--- src/hdl/eth_ipv4_l4_header_parser_macros.svh ---
// Assertion macros used by the parser top level.
`ifndef ETH_IPV4_L4_HEADER_PARSER_MACROS_SVH
`define ETH_IPV4_L4_HEADER_PARSER_MACROS_SVH

// Same-cycle implication, disabled in reset.
`define ETHL4_ASSERT_IMP(label, ante, cons, msg) \
	label: assert property (@(posedge clk) disable iff (!arst_n) (ante) |-> (cons)) \
		else $error(msg);

// Next-cycle implication, disabled in reset.
`define ETHL4_ASSERT_NXT(label, ante, cons, msg) \
	label: assert property (@(posedge clk) disable iff (!arst_n) (ante) |=> (cons)) \
		else $error(msg);

`endif

--- src/hdl/ethl4_pkg.sv ---
// Types and constants of the Ethernet/IPv4/L4 header parser.
`default_nettype none
package ethl4_pkg;

	localparam int unsigned COUNT_BITS_DEF = 17;

	localparam int unsigned EthLen   = 14;
	localparam int unsigned IpMinLen = 20;
	localparam int unsigned PosEthHi = 12;
	localparam int unsigned PosEthLo = 13;
	localparam int unsigned PosVihl  = 14;
	localparam int unsigned PosTlHi  = 16;
	localparam int unsigned PosTlLo  = 17;
	localparam int unsigned PosFrHi  = 20;
	localparam int unsigned PosFrLo  = 21;
	localparam int unsigned PosProto = 23;
	localparam int unsigned PosSaLo  = 26;
	localparam int unsigned PosSaHi  = 29;
	localparam int unsigned PosDaLo  = 30;
	localparam int unsigned PosDaHi  = 33;
	localparam int unsigned TcpOffByte = 12;

	localparam logic [15:0] ETYPE_IPV4 = 16'h0800;
	localparam logic [3:0]  IP_VER4    = 4'd4;
	localparam logic [12:0] FRAG_MASK  = 13'h1FFF;

	localparam logic [7:0] PROTO_ICMP = 8'd1;
	localparam logic [7:0] PROTO_TCP  = 8'd6;
	localparam logic [7:0] PROTO_UDP  = 8'd17;

	localparam logic [2:0] ST_OK        = 3'd0;
	localparam logic [2:0] ST_SHORT_ETH = 3'd1;
	localparam logic [2:0] ST_NOT_IP    = 3'd2;
	localparam logic [2:0] ST_SHORT_IP  = 3'd3;
	localparam logic [2:0] ST_NOT_V4    = 3'd4;
	localparam logic [2:0] ST_LEN_OVER  = 3'd5;
	localparam logic [2:0] ST_BAD_IHL   = 3'd6;

	localparam logic [1:0] L4_NONE = 2'd0;
	localparam logic [1:0] L4_TCP  = 2'd1;
	localparam logic [1:0] L4_UDP  = 2'd2;
	localparam logic [1:0] L4_ICMP = 2'd3;

	// Header fields captured over one frame
	typedef struct packed {
		logic [15:0] ethertype;
		logic [7:0]  ver_ihl;
		logic [15:0] total_len;
		logic [12:0] frag_bits;
		logic [7:0]  proto;
		logic [31:0] src_addr;
		logic [31:0] dst_addr;
		logic [31:0] ports;
		logic [3:0]  tcp_off;
	} frame_t;

	// One parse result
	typedef struct packed {
		logic [2:0]  status;
		logic [1:0]  l4_kind;
		logic        frag_flag;
		logic [7:0]  proto;
		logic [31:0] src_addr;
		logic [31:0] dst_addr;
		logic [15:0] l4_src;
		logic [15:0] l4_dst;
		logic [7:0]  pay_off;
		logic [15:0] pay_len;
	} res_t;

endpackage
`default_nettype wire

--- src/hdl/eth_ipv4_l4_header_parser.sv ---
// Top level of the Ethernet/IPv4/L4 header parser.
//
// Takes an Ethernet frame one byte per cycle (data_byte, last_byte marks the
// final byte) and gives one result item per frame once its last byte is in:
// a status code (first failing check among short frame, not IPv4 EtherType,
// short IP header, not version 4, total length over the bytes present, IHL
// below 5), the protocol, addresses, fragment flag, and for TCP/UDP/ICMP the
// L4 kind, ports (TCP/UDP only) and payload offset/length. Non-ok status zeroes
// every other field. Throughput is one byte per cycle; after the last byte is
// accepted, the result passes the input register, the capture/snapshot register
// and the result register on its way out. in_stall rises only when a
// last byte sits in the input register while a previous frame's snapshot is
// still held behind a stalled output. The byte counter saturates at
// 2^COUNT_BITS-1 and that value is used as the frame length. Every state
// register clears after each frame, so frames need no gap between them.
`default_nettype none
`include "eth_ipv4_l4_header_parser_macros.svh"
module eth_ipv4_l4_header_parser #(
	parameter int unsigned COUNT_BITS = ethl4_pkg::COUNT_BITS_DEF
) (
	input  wire         clk,
	input  wire         arst_n,
	input  wire         in_valid,
	output logic        in_stall,
	input  wire  [7:0]  data_byte,
	input  wire         last_byte,
	output logic        out_valid,
	input  wire         out_stall,
	output logic [2:0]  status,
	output logic [1:0]  l4_kind,
	output logic        fragment_flag,
	output logic [7:0]  ip_protocol,
	output logic [31:0] source_address,
	output logic [31:0] dest_address,
	output logic [15:0] source_port,
	output logic [15:0] dest_port,
	output logic [7:0]  payload_offset,
	output logic [15:0] payload_length
);

	// input register
	logic                  valid_s1;
	logic                  last_s1;
	logic [7:0]            byte_s1;
	// frame snapshot stage
	logic                  valid_s2;
	ethl4_pkg::frame_t     frame_s2;
	logic [COUNT_BITS-1:0] len_s2;
	// decode and result register
	ethl4_pkg::res_t       res;
	ethl4_pkg::res_t       res_q;
	logic                  out_valid_q;

	logic out_free;
	logic s2_adv;
	logic s2_free;
	logic s1_adv;
	logic in_take;

	// terms for the output checks
	logic res_err;
	logic err_clear;
	logic no_l4;
	logic l4_clear;
	logic has_len;

	assign out_free = !out_valid_q || !out_stall;
	assign s2_adv   = valid_s2 && out_free;
	assign s2_free  = !valid_s2 || out_free;
	// only a last byte needs room in the snapshot stage
	assign s1_adv   = valid_s1 && (!last_s1 || s2_free);
	assign in_stall = valid_s1 && !s1_adv;
	assign in_take  = in_valid && !in_stall;

	always_ff @(posedge clk or negedge arst_n) begin
		if (!arst_n) begin
			valid_s1 <= 1'b0;
		end else if (in_take) begin
			valid_s1 <= 1'b1;
		end else if (s1_adv) begin
			valid_s1 <= 1'b0;
		end
	end

	always_ff @(posedge clk) begin
		if (in_take) begin
			byte_s1 <= data_byte;
			last_s1 <= last_byte;
		end
	end

	ethl4_capture #(
		.COUNT_BITS (COUNT_BITS)
	) u_capture (
		.clk       (clk),
		.arst_n    (arst_n),
		.step      (s1_adv),
		.step_last (last_s1),
		.step_byte (byte_s1),
		.frame_s2  (frame_s2),
		.len_s2    (len_s2)
	);

	always_ff @(posedge clk or negedge arst_n) begin
		if (!arst_n) begin
			valid_s2 <= 1'b0;
		end else if (s1_adv && last_s1) begin
			valid_s2 <= 1'b1;
		end else if (s2_adv) begin
			valid_s2 <= 1'b0;
		end
	end

	ethl4_result #(
		.COUNT_BITS (COUNT_BITS)
	) u_result (
		.frame (frame_s2),
		.len   (len_s2),
		.res   (res)
	);

	always_ff @(posedge clk or negedge arst_n) begin
		if (!arst_n) begin
			out_valid_q <= 1'b0;
		end else if (s2_adv) begin
			out_valid_q <= 1'b1;
		end else if (!out_stall) begin
			out_valid_q <= 1'b0;
		end
	end

	always_ff @(posedge clk) begin
		if (s2_adv)
			res_q <= res;
	end

	assign out_valid      = out_valid_q;
	assign status         = res_q.status;
	assign l4_kind        = res_q.l4_kind;
	assign fragment_flag  = res_q.frag_flag;
	assign ip_protocol    = res_q.proto;
	assign source_address = res_q.src_addr;
	assign dest_address   = res_q.dst_addr;
	assign source_port    = res_q.l4_src;
	assign dest_port      = res_q.l4_dst;
	assign payload_offset = res_q.pay_off;
	assign payload_length = res_q.pay_len;

	assign res_err   = out_valid_q && status != ethl4_pkg::ST_OK;
	assign err_clear = l4_kind == ethl4_pkg::L4_NONE && source_address == 32'd0 &&
		ip_protocol == 8'd0 && payload_length == 16'd0;
	assign no_l4     = out_valid_q && l4_kind == ethl4_pkg::L4_NONE;
	assign l4_clear  = source_port == 16'd0 && dest_port == 16'd0 && payload_offset == 8'd0;
	assign has_len   = out_valid_q && payload_length != 16'd0;

	`ETHL4_ASSERT_NXT(a_last_snapshots, s1_adv && last_s1, valid_s2, "last byte lost its snapshot")
	`ETHL4_ASSERT_IMP(a_err_zeroes, res_err, err_clear, "error result carries fields")
	`ETHL4_ASSERT_IMP(a_no_l4_no_ports, no_l4, l4_clear, "ports without L4 kind")
	`ETHL4_ASSERT_IMP(a_len_has_offset, has_len, payload_offset != 8'd0, "length without offset")

endmodule
`default_nettype wire

--- src/hdl/ethl4_capture.sv ---
// Byte counter and header field capture, with end-of-frame snapshot.
`default_nettype none
module ethl4_capture #(
	parameter int unsigned COUNT_BITS = ethl4_pkg::COUNT_BITS_DEF
) (
	input  wire                         clk,
	input  wire                         arst_n,
	input  wire                         step,
	input  wire                         step_last,
	input  wire  [7:0]                  step_byte,
	output ethl4_pkg::frame_t           frame_s2,
	output logic [COUNT_BITS-1:0]       len_s2
);

	localparam logic [COUNT_BITS-1:0] CntMax = {COUNT_BITS{1'b1}};

	ethl4_pkg::frame_t       frame_q;
	ethl4_pkg::frame_t       frame_nxt;
	logic [COUNT_BITS-1:0]   cnt_q;
	logic [COUNT_BITS-1:0]   cnt_nxt;
	logic [COUNT_BITS-1:0]   pos;
	logic [COUNT_BITS-1:0]   l4_pos;

	assign pos     = cnt_q;
	assign cnt_nxt = (cnt_q == CntMax) ? cnt_q : cnt_q + COUNT_BITS'(1);
	// L4 header start: 14 + 4*IHL (up to 74)
	assign l4_pos  = COUNT_BITS'(7'(ethl4_pkg::EthLen) + {1'b0, frame_q.ver_ihl[3:0], 2'b00});

	always_comb begin
		frame_nxt = frame_q;
		if (pos == COUNT_BITS'(ethl4_pkg::PosEthHi) || pos == COUNT_BITS'(ethl4_pkg::PosEthLo))
			frame_nxt.ethertype = {frame_q.ethertype[7:0], step_byte};
		if (pos == COUNT_BITS'(ethl4_pkg::PosVihl))
			frame_nxt.ver_ihl = step_byte;
		if (pos == COUNT_BITS'(ethl4_pkg::PosTlHi) || pos == COUNT_BITS'(ethl4_pkg::PosTlLo))
			frame_nxt.total_len = {frame_q.total_len[7:0], step_byte};
		if (pos == COUNT_BITS'(ethl4_pkg::PosFrHi) || pos == COUNT_BITS'(ethl4_pkg::PosFrLo))
			frame_nxt.frag_bits = {frame_q.frag_bits[4:0], step_byte} & ethl4_pkg::FRAG_MASK;
		if (pos == COUNT_BITS'(ethl4_pkg::PosProto))
			frame_nxt.proto = step_byte;
		if (pos >= COUNT_BITS'(ethl4_pkg::PosSaLo) && pos <= COUNT_BITS'(ethl4_pkg::PosSaHi))
			frame_nxt.src_addr = {frame_q.src_addr[23:0], step_byte};
		if (pos >= COUNT_BITS'(ethl4_pkg::PosDaLo) && pos <= COUNT_BITS'(ethl4_pkg::PosDaHi))
			frame_nxt.dst_addr = {frame_q.dst_addr[23:0], step_byte};
		if (pos > COUNT_BITS'(ethl4_pkg::PosVihl)) begin
			if (pos >= l4_pos && pos < l4_pos + COUNT_BITS'(4))
				frame_nxt.ports = {frame_q.ports[23:0], step_byte};
			if (pos == l4_pos + COUNT_BITS'(ethl4_pkg::TcpOffByte))
				frame_nxt.tcp_off = step_byte[7:4];
		end
	end

	// Running state; cleared after the last byte of each frame
	always_ff @(posedge clk or negedge arst_n) begin
		if (!arst_n) begin
			frame_q <= '0;
			cnt_q   <= '0;
		end else if (step) begin
			if (step_last) begin
				frame_q <= '0;
				cnt_q   <= '0;
			end else begin
				frame_q <= frame_nxt;
				cnt_q   <= cnt_nxt;
			end
		end
	end

	// Snapshot of the finished frame
	always_ff @(posedge clk) begin
		if (step && step_last) begin
			frame_s2 <= frame_nxt;
			len_s2   <= cnt_nxt;
		end
	end

endmodule
`default_nettype wire

--- src/hdl/ethl4_result.sv ---
// Header checks and L4/payload decode of one captured frame.
`default_nettype none
module ethl4_result #(
	parameter int unsigned COUNT_BITS = ethl4_pkg::COUNT_BITS_DEF
) (
	input  wire ethl4_pkg::frame_t frame,
	input  wire [COUNT_BITS-1:0]   len,
	output ethl4_pkg::res_t        res
);

	logic [COUNT_BITS-1:0] ip_avail;
	logic [5:0]            hl;
	logic [5:0]            th;
	logic [15:0]           rem;
	logic [7:0]            l4_start;
	logic [2:0]            st;

	assign ip_avail = len - COUNT_BITS'(ethl4_pkg::EthLen);
	assign hl       = {frame.ver_ihl[3:0], 2'b00};
	assign th       = {frame.tcp_off, 2'b00};
	assign rem      = frame.total_len - 16'(hl);
	assign l4_start = 8'(ethl4_pkg::EthLen) + 8'(hl);

	// first failing check wins
	always_comb begin
		if (len < COUNT_BITS'(ethl4_pkg::EthLen))
			st = ethl4_pkg::ST_SHORT_ETH;
		else if (frame.ethertype != ethl4_pkg::ETYPE_IPV4)
			st = ethl4_pkg::ST_NOT_IP;
		else if (ip_avail < COUNT_BITS'(ethl4_pkg::IpMinLen))
			st = ethl4_pkg::ST_SHORT_IP;
		else if (frame.ver_ihl[7:4] != ethl4_pkg::IP_VER4)
			st = ethl4_pkg::ST_NOT_V4;
		else if (COUNT_BITS'(frame.total_len) > ip_avail)
			st = ethl4_pkg::ST_LEN_OVER;
		else if (hl < 6'(ethl4_pkg::IpMinLen))
			st = ethl4_pkg::ST_BAD_IHL;
		else
			st = ethl4_pkg::ST_OK;
	end

	always_comb begin
		res        = '0;
		res.status = st;
		if (st == ethl4_pkg::ST_OK) begin
			res.proto     = frame.proto;
			res.src_addr  = frame.src_addr;
			res.dst_addr  = frame.dst_addr;
			res.frag_flag = |frame.frag_bits;
			// total length below header length leaves no L4 header
			if (frame.total_len >= 16'(hl)) begin
				if (frame.proto == ethl4_pkg::PROTO_TCP && rem >= 16'd20) begin
					res.l4_kind = ethl4_pkg::L4_TCP;
					res.l4_src  = frame.ports[31:16];
					res.l4_dst  = frame.ports[15:0];
					if (th >= 6'd20 && rem > 16'(th)) begin
						res.pay_off = l4_start + 8'(th);
						res.pay_len = rem - 16'(th);
					end
				end else if (frame.proto == ethl4_pkg::PROTO_UDP && rem >= 16'd8) begin
					res.l4_kind = ethl4_pkg::L4_UDP;
					res.l4_src  = frame.ports[31:16];
					res.l4_dst  = frame.ports[15:0];
					if (rem > 16'd8) begin
						res.pay_off = l4_start + 8'd8;
						res.pay_len = rem - 16'd8;
					end
				end else if (frame.proto == ethl4_pkg::PROTO_ICMP && rem >= 16'd8) begin
					// ICMP gives the offset even for an empty payload
					res.l4_kind = ethl4_pkg::L4_ICMP;
					res.pay_off = l4_start + 8'd8;
					res.pay_len = rem - 16'd8;
				end
			end
		end
	end

endmodule
`default_nettype wire
--- config.mk ---
export PLATFORM = sky130hd
export DESIGN_NAME = eth_ipv4_l4_header_parser
export DESIGN_NICKNAME = d
export VERILOG_FILES = /design/src/hdl/ethl4_pkg.sv /design/src/hdl/eth_ipv4_l4_header_parser.sv /design/src/hdl/ethl4_capture.sv /design/src/hdl/ethl4_result.sv
export VERILOG_INCLUDE_DIRS = /design/src /design/src/hdl
export SDC_FILE = /design/constraint.sdc
export NUM_CORES = 1
export LEC_CHECK = 0
export BUFFER_PORTS_ARGS = -buffer_cell sky130_fd_sc_hd__buf_2
export CAP_MARGIN = 10
export CORE_ASPECT_RATIO = 0.8
export CORE_MARGIN = 4
export CORE_UTILIZATION = 50
export DETAILED_ROUTE_END_ITERATION = 16
export PLACE_DENSITY = 0.73
export SYNTH_ARGS = -nofsm -noshare
export SYNTH_HDL_FRONTEND = slang
export SYNTH_SLANG_ARGS = --single-unit
export TNS_END_PERCENT = 100
--- constraint.sdc ---
create_clock -name clk -period 11.6 [get_ports clk]
set_input_delay 1.16 -clock clk [delete_from_list [all_inputs] [get_ports clk]]
set_output_delay 1.16 -clock clk [all_outputs]
set_load 0.01 [all_outputs]
==> metrics, run 1 <==
Max-slew headroom=0.264; count of buffers from port buffering=147; worst min-delay path startpoint=u_capture.frame_q[98]; vias after detailed routing=14,200; GR Util All Layers=0.203; initial core utilization=0.506; post-synthesis instance area=0.0225 mm²; global-route wire length before repair=78,500 µm; number of unique standard cell types used by synthesis=73; Worst path slowest cell=nor4_2; post-cts hold buffer count=0; Tightest Pin Transition=1.10 ns; clock root cell=clkbuf_16; Tmin final=5.08 ns; ratio of routed vias to standard cells=5.88; post-DR wirelength/cell=20.5 µm; Fmax=197 MHz; Cell Chain, Critical Path=nor4_2, nand3_1, or3_1, xor2_1, ha_1, and3_1, nand3_1, nor2_1, a211oi_1, nand4b_1, a31oi_4, buf_4, nand3_1, buf_4, a21oi_2, buf_6, and2_1; height of the die=198 µm; number of fill cells=3,522; antenna viol nets, final=0; number of resized instances in the post-cts repair step=0; number of hold violations in the final report=0; clock-pin slew of the registers on the worst-case setup and hold paths=0.06 ns; FF/Latch Area=0.0141 mm²; Initial DRT Pass Iterations=5; Max Clock Skew=0.0262 ns; Clock Tree Buf Depth=3; Rows=69; nature of the critical path startpoint=register; power per cell area=151 mW/mm²; Worst VDD drop=0.000129 V; TritonCTS Sinks=501; count of buffers added by post-CTS timing repair for setup=0; kind of critical path=register to register; synthesized area per cell=13.6 µm²; number of nets at the end of the flow=1,840; CTS buffer count=49; DRC Markers=0; post-detail-place hpwl=30,900 µm; Post-Syn Instances=1,656; wire length reported by the detailed router=49,700 µm; post-route clock period utilization=0.438; pin count of the biggest net entering global routing=103; Leakage=10.6 nW; number of global-route vias before repair=14,100; sort of element at the end of the critical path=register; total area of multi-input combinational cells=0.00786 mm²; initial DRC count=1,366; largest fanout of any net on the critical path=75; final number of max-transition violations=0; source-to-sink clock delay at the later pin of the worst-skew pair=0.59 ns; number of top-level pins=149; number of levels in the clock H-tree=2; final number of setup-violating endpoints=0; number of antenna violations at the first check in global routing=2; data arrival at the endpoint of the critical path=5.53 ns; Setup WS post-layout=6.52 ns; worst slack after detailed placement=6.33 ns; crit path launch=u_capture.len_s2[7]; Core Area=0.0444 mm²; Max Cap Viol=0; outcome=finished clean; Placer Congestion=0.899; CTS tree=done; die span in x=245 µm; most instantiated flip-flop cell in the synthesis netlist=edfxtp_1; syn_nets=1,720; Post-synth EDFFs=320; data required time at the worst endpoint=12.05 ns; overflow left after global routing=0; setup repair after global routing missed its margin=no; area growth from synthesis to layout=13.3%; Hold WC Path Type=register to register; final core utilization=0.574; fraction of the yosys area taken by sequential cells=0.629; ys async rst share=0.361; Largest stage delay, worst path=0.65 ns; die area=0.0484 mm²; setup TNS=0 ns; total of flip-flops plus latches after synthesis=501; share of final-layout standard cells stronger than drive strength 1=0.236; Reg2Reg Launch Point=u_capture.len_s2[7]; CP most frequent cell=nand3_1; Syn. warnings=0
[logic make-up (layout without fill, tap and decap cells)]
family,count (synthesis),in the layout,synth area share
other cells,2,3,0.000334
flops,501,501,0.629
xor+xnor,58,58,0.0226
mux,166,166,0.0829
compound gates,346,346,0.114
simple gates,400,400,0.0960
fa+ha+maj,51,51,0.0294
buf+inv,132,293,0.0256
[worst max-delay path: cells and delay by family, from the launching register on]
kind                       cells  cell delay, ns
buffers and inverters          3            1.02
xor gates and xnor gates       1            0.16
and+or+nand+nor                9            2.08
AOI/OAI and AO/OA              3            0.95
DFF                            1            0.44
adders and majority gates      1            0.29
[synth_stat cells (4+ instances only)]
cell / instances / area [µm²]
dfrtp_1: 181 / 4530
mux2_2: 159 / 1790
mux2i_1: 5 / 50.1
ha_1: 48 / 601
nor2b_1: 12 / 75.1
o21ai_0: 67 / 335
or3_1: 9 / 56.3
nor4b_1: 4 / 35.0
nor2_1: 66 / 248
o22a_1: 11 / 96.3
nand2b_1: 9 / 56.3
edfxtp_1: 320 / 9610
buf_6: 8 / 90.1
a211oi_1: 4 / 30.0
clkbuf_1: 80 / 300
a21oi_1: 32 / 160
a31oi_1: 4 / 25.0
a22o_1: 136 / 1190
inv_1: 31 / 116
nand4b_1: 4 / 35.0
o21a_1: 8 / 60.1
a22oi_1: 34 / 255
nand2_1: 80 / 300
xnor2_1: 34 / 298
and3_1: 84 / 526
nand4_1: 13 / 81.3
nor3_1: 22 / 110
or4_1: 4 / 30.0
a21o_1: 13 / 97.6
o22ai_1: 5 / 31.3
o211ai_1: 4 / 30.0
and2_1: 39 / 244
buf_2: 12 / 60.1
nand3_1: 21 / 105
nor4_1: 12 / 75.1
xor2_1: 24 / 210
[report_power, final]
| group | switching (mW) | internal (mW) | leakage (nW) |
|---|---|---|---|
| sequential | 0.0387 | 1.96 | 5.59 |
| clock | 0.675 | 0.955 | 0.825 |
| combinational | 0.155 | 0.0646 | 4.17 |
| total | 0.869 | 2.98 | 10.6 |
[sequential cells by signal, indices dropped and copies added, names as in the netlist, 2 cells and up]
signal	flops
status	3
source_address	32
dest_address	32
l4_kind	2
u_capture.len_s2	17
byte_s1	8
payload_length	16
ip_protocol	8
source_port	16
payload_offset	7
u_capture.frame_q	161
dest_port	16
u_capture.frame_s2	161
u_capture.cnt_q	17
[worst paths after layout]
path                       slack (ns)                     to  cells after the start
hold reg to reg                  0.50  u_capture.frame_q[98]                      1
setup / recovery                 6.52          dest_port[12]                     17
setup reg to reg                 6.52          dest_port[12]                     17
min in group asynchronous        0.69  u_capture.frame_q[63]                      1
max in group asynchronous        9.25  u_capture.frame_q[37]                      2
hold / removal                   0.50  u_capture.frame_q[98]                      1
[final cells by class]
cell class,instances,area share
timing repair buffer,170,0.0361
tap,603,0.0296
sequential,501,0.555
inverter,31,0.00457
clock inverter,23,0.00948
antenna,1,0.0000983
multi-input combinational,1023,0.309
clock buffer,69,0.0563
[placed cells by master, fill, tap and decap left out, types with 11 or more instances in the layout]
master | Yosys | routed
a21o_1 | 13 | 13
a21oi_1 | 32 | 31
a22o_1 | 136 | 136
a22oi_1 | 34 | 34
and2_1 | 39 | 39
and3_1 | 84 | 83
buf_2 | 12 | 146
buf_4 | 1 | 22
clkbuf_16 | 0 | 51
dfrtp_1 | 181 | 181
edfxtp_1 | 320 | 320
ha_1 | 48 | 48
inv_1 | 31 | 31
mux2_2 | 159 | 159
nand2_1 | 80 | 79
nand3_1 | 21 | 21
nand4_1 | 13 | 13
nor2_1 | 66 | 64
nor2b_1 | 12 | 12
nor3_1 | 22 | 21
nor4_1 | 12 | 12
o21ai_0 | 67 | 67
o22a_1 | 11 | 11
xnor2_1 | 34 | 34
xor2_1 | 24 | 24
[layer usage]
metal / vias to the layer above / part of all wire / wire (µm) / track usage
met5: - / 0 / 0 / 0
met3: 74 / 0.063 / 3140 / 0.0406
met4: 0 / 0.022 / 1090 / 0.0594
li1: 6526 / - / - / -
met1: 7214 / 0.46 / 22800 / 0.296
met2: 414 / 0.46 / 22700 / 0.311
[through the flow]
step	total power, mW	std cells	hold WS (ns)	instance area (µm²)
6_report	3.85	2421	0.501	25500
5_1_grt	4.00	2420	0.511	25500
4_1_cts	3.90	2419	0.504	25400
3_5_place_dp	2.26	2327	0.485	23800
3_3_place_gp	2.26	2327	0.482	23800
2_1_floorplan	2.18	1656	0.465	22500
Power figures use the tool's default switching activity.
==> inputs of run 2 (changes only) <==
--- a/config.mk
+++ b/config.mk
@@ -6,13 +6,14 @@
 export SDC_FILE = /design/constraint.sdc
 export NUM_CORES = 1
 export LEC_CHECK = 0
+export ABC_AREA = 1
 export BUFFER_PORTS_ARGS = -buffer_cell sky130_fd_sc_hd__buf_2
 export CAP_MARGIN = 10
 export CORE_ASPECT_RATIO = 0.8
 export CORE_MARGIN = 4
 export CORE_UTILIZATION = 50
 export DETAILED_ROUTE_END_ITERATION = 16
-export PLACE_DENSITY = 0.73
+export PLACE_DENSITY = 0.71
 export SYNTH_ARGS = -nofsm -noshare
 export SYNTH_HDL_FRONTEND = slang
 export SYNTH_SLANG_ARGS = --single-unit
==> constraint.sdc (replaced) <==
create_clock -name clk -period 5 [get_ports clk]
set_input_delay 0.5 -clock clk [delete_from_list [all_inputs] [get_ports clk]]
set_output_delay 0.5 -clock clk [all_outputs]
set_load 0.01 [all_outputs]
==> run 2 against run 1 <==
Net effect:
- sequential share of layout area fell by 1.8 points
- register-to-register slack got worse by 5.5 ns
- clock skew fell by 0.0059 ns
- highest routed layer unchanged
- design area increased by 3.4%
- sequential power is 130% higher
- synthesized cell count rose by 45%
- worst setup slack got worse by 5.5 ns
- total power rose by 130%
- largest cell class unchanged
- wire length is 3.7% higher
- cell count grew 31%
- critical path depth grew 3
==> metrics, run 2 <==
outcome=finished clean; Tightest Pin Transition=1.13 ns (+0.0232 ns); Max-slew headroom=0.247 (-0.0165); global-route wire length before repair=83,500 µm (+6.4%); Clock Tree Buf Depth=3 (unchanged); Sw Ratio=0.231 (+0.00587); area share of the largest cell type after synthesis=0.412 (-0.0160); worst slack after detailed placement=1.05 ns (-5.28 ns); Initial DRT Pass Iterations=5 (unchanged); Max Clock Skew=0.0203 ns (-0.00590 ns); area growth from synthesis to layout=12.8%; synthesized area per cell=9.75 µm² (-28%); placed cell areas=0.0246 mm² (+3.7%); post-detail-place hpwl=33,700 µm (+8.9%); total placed cells including tap cells=3,080 (+32%); Leakage=12.9 nW (+22%); post-DR wirelength/cell=16.2 µm (-21%); ratio of routed vias to standard cells=5.13 (-13%); final number of max-transition violations=0 (unchanged); pin count of the biggest net entering global routing=134 (+30%); syn_nets=2,459 (+43%); top library cells by usage in the layout, fill and taps aside=inv_1 (521), nand2_1 (352), edfxtp_1 (320); count of buffers from port buffering=147 (unchanged); DRC Markers=0 (unchanged); final standard cell count with taps included and fillers excluded=3,178 (+31%); number of levels in the clock H-tree=2 (unchanged); number of hold violations in the final report=0 (unchanged); post-cts hold buffer count=1 (+1); vias after detailed routing=16,300 (+14%); list of most frequent post-synthesis cells=inv_1 (523), nand2_1 (353), edfxtp_1 (320); power per cell area=339 mW/mm² (+120%); post-synthesis instance area=0.0233 mm² (+3.9%); total of flip-flops plus latches after synthesis=501 (unchanged); overflow left after global routing=0 (unchanged); source-to-sink clock delay at the later pin of the worst-skew pair=0.60 ns (about the same); Hold WC Path Type=input pin to register; clock-pin slew of the registers on the worst-case setup and hold paths=0.06 ns (about the same); internal portion of total power=6.86 mW (+130%); endpoint of the lowest-slack register-to-register path=dest_address[9]; count of buffers added by post-CTS timing repair for setup=0 (unchanged); final number of setup-violating endpoints=0 (unchanged); Post-synth EDFFs=320 (unchanged); clock network fraction of total power=0.418 (-0.005); Rows=70 (+1.4%); Setup WS post-layout=1.03 ns (-5.49 ns); clock root cell=clkbuf_16; fraction of the yosys area taken by sequential cells=0.606 (-0.0236); data required time at the worst endpoint=5.33 ns (-6.72 ns); cell area after layout=0.0263 mm² (+3.4%); worst min-delay path endpoint=byte_s1[1]; post-route clock period utilization=0.793 (+0.355); die span in x=250 µm (+1.9%); antenna viol nets, final=0 (unchanged); ys async rst share=0.361 (unchanged); largest registers in the final layout=u_capture.frame_q (161), u_capture.frame_s2 (161); Core Area=0.0459 mm² (+3.4%); most instantiated flip-flop cell in the synthesis netlist=edfxtp_1; number of resized instances in the post-cts repair step=0 (unchanged); Worst R2R Path Depth=20 (+3); Post-Syn Instances=2,395 (+45%); worst min-delay path startpoint=data_byte[1]; cell type with the largest total area after synthesis=edfxtp_1; register-to-register path setup slack=1.03 ns (-5.49 ns); diode count=0 (-1); Tmin final=3.97 ns (-1.11 ns); Syn. warnings=0 (unchanged); Max Cap Viol=0 (unchanged); largest fanout of any net on the critical path=28 (-63%); Fmax=252 MHz (+28%); TritonCTS Sinks=501 (unchanged); commonest non-fill, non-tap cell in the layout=inv_1; Placer Congestion=0.864 (-3.9%); most frequently used cell type in the post-synthesis netlist=inv_1; Sequential Power Share=0.519 (about the same); number of top-level pins=149 (unchanged); data arrival at the endpoint of the critical path=4.30 ns (-1.23 ns); number of cells traversed by the worst hold path=1 (unchanged); die area=0.0502 mm² (+3.7%); number of antenna violations at the first check in global routing=0 (-2); nature of the critical path startpoint=register; setup TNS=0 ns (unchanged); initial DRC count=1,376 (+0.73%); Worst VDD drop=0.000276 V (+110%); setup repair after global routing missed its margin=no; part of the total power dissipated in combinational logic=0.063 (+0.006); height of the die=201 µm (+1.8%); CTS buffer count=51 (+4.1%); number of global-route vias before repair=16,200 (+15%); sort of element at the end of the critical path=register; initial core utilization=0.509 (+0.00229); number of unique standard cell types used by synthesis=49 (-33%); kind of critical path=register to register; biggest area contributors in the synthesized netlist=edfxtp_1 (41%), dfrtp_1 (19%), inv_1 (8.4%); GR Util All Layers=0.203 (about the same); number of nets at the end of the flow=2,587 (+41%); Reg2Reg Launch Point=u_capture.len_s2[1]; CTS tree=done; switching power=2.06 mW (+140%); share of final-layout standard cells stronger than drive strength 1=0.131 (-0.105); wire length reported by the detailed router=51,600 µm (+3.7%)
run 2: worst max-delay path by stage:
| stage | endpoint | from | slack (ns) |
|---|---|---|---|
| 2_1_floorplan | dest_address[0] | out_stall | 0.49 |
| 3_3_place_gp | fragment_flag | u_capture.len_s2[1] | 1.15 |
| 3_5_place_dp | dest_address[9] | u_capture.len_s2[1] | 1.05 |
| 4_1_cts | dest_address[9] | u_capture.len_s2[1] | 1.02 |
| 5_1_grt | dest_address[9] | u_capture.len_s2[1] | 0.62 |
| 6_report | dest_address[9] | u_capture.len_s2[1] | 1.03 |
run 2: worst max-delay path, stage by stage (launching register included):
cell	delay, ns
edfxtp_1	0.41
ha_1	0.25
nand2_1	0.09
nand2_1	0.09
nor2_2	0.14
inv_1	0.07
o21ai_0	0.29
inv_1	0.09
ha_1	0.30
nand4_1	0.12
nor4_1	0.35
nand3_1	0.11
nand2_1	0.08
clkinv_1	0.07
nand2_1	0.09
a21oi_1	0.08
nand2_1	0.11
nor2_4	0.07
inv_2	0.39
buf_4	0.39
nor2_1	0.09
run 2: cell type report:
class	instances	area [µm²]
flip-flops and latches	501	14100
well taps	612	766
inverters	538	2030
clock buffers	75	1510
repair buffers	164	955
clock inverters	21	140
multi-input cells	1267	6790
fillers	3965	19600
run 2: cells by family (layout without fill, tap and decap cells):
logic type	Yosys count	after routing	share of synthesized area
xor gates and xnor gates	56	56	0.0225
DFF	501	501	0.606
AOI/OAI and AO/OA	409	409	0.0985
other	2	2	0.000322
adders and majority gates	51	51	0.0283
and+or+nand+nor	749	749	0.140
buffers and inverters	627	798	0.105
run 2: power groups by stage:
stage	Sequential [mW]	Combinational, mW	Clock [mW]
final	4.63	0.559	3.73
after global placement	4.71	0.548	0
after detailed placement	4.71	0.562	0
after global routing	4.64	0.619	3.98
after CTS	4.63	0.565	3.80
after floorplan	4.72	0.318	0
run 2: through the flow:
| step | hold slack, ns | util | total power [mW] |
|---|---|---|---|
| 6_report | 0.0862 | 0.574 | 8.92 |
| 5_1_grt | 0.0621 | 0.574 | 9.24 |
| 4_1_cts | 0.0528 | 0.573 | 8.99 |
| 3_5_place_dp | 0.473 | 0.537 | 5.28 |
| 3_3_place_gp | 0.467 | 0.537 | 5.26 |
| 2_1_floorplan | 0.204 | - | 5.04 |
run 2: routing by layer:
layer | global-route usage | share of wire
met1 | 0.288 | 0.46
met2 | 0.332 | 0.47
met3 | 0.0280 | 0.047
met4 | 0.0558 | 0.022
met5 | 0 | 0
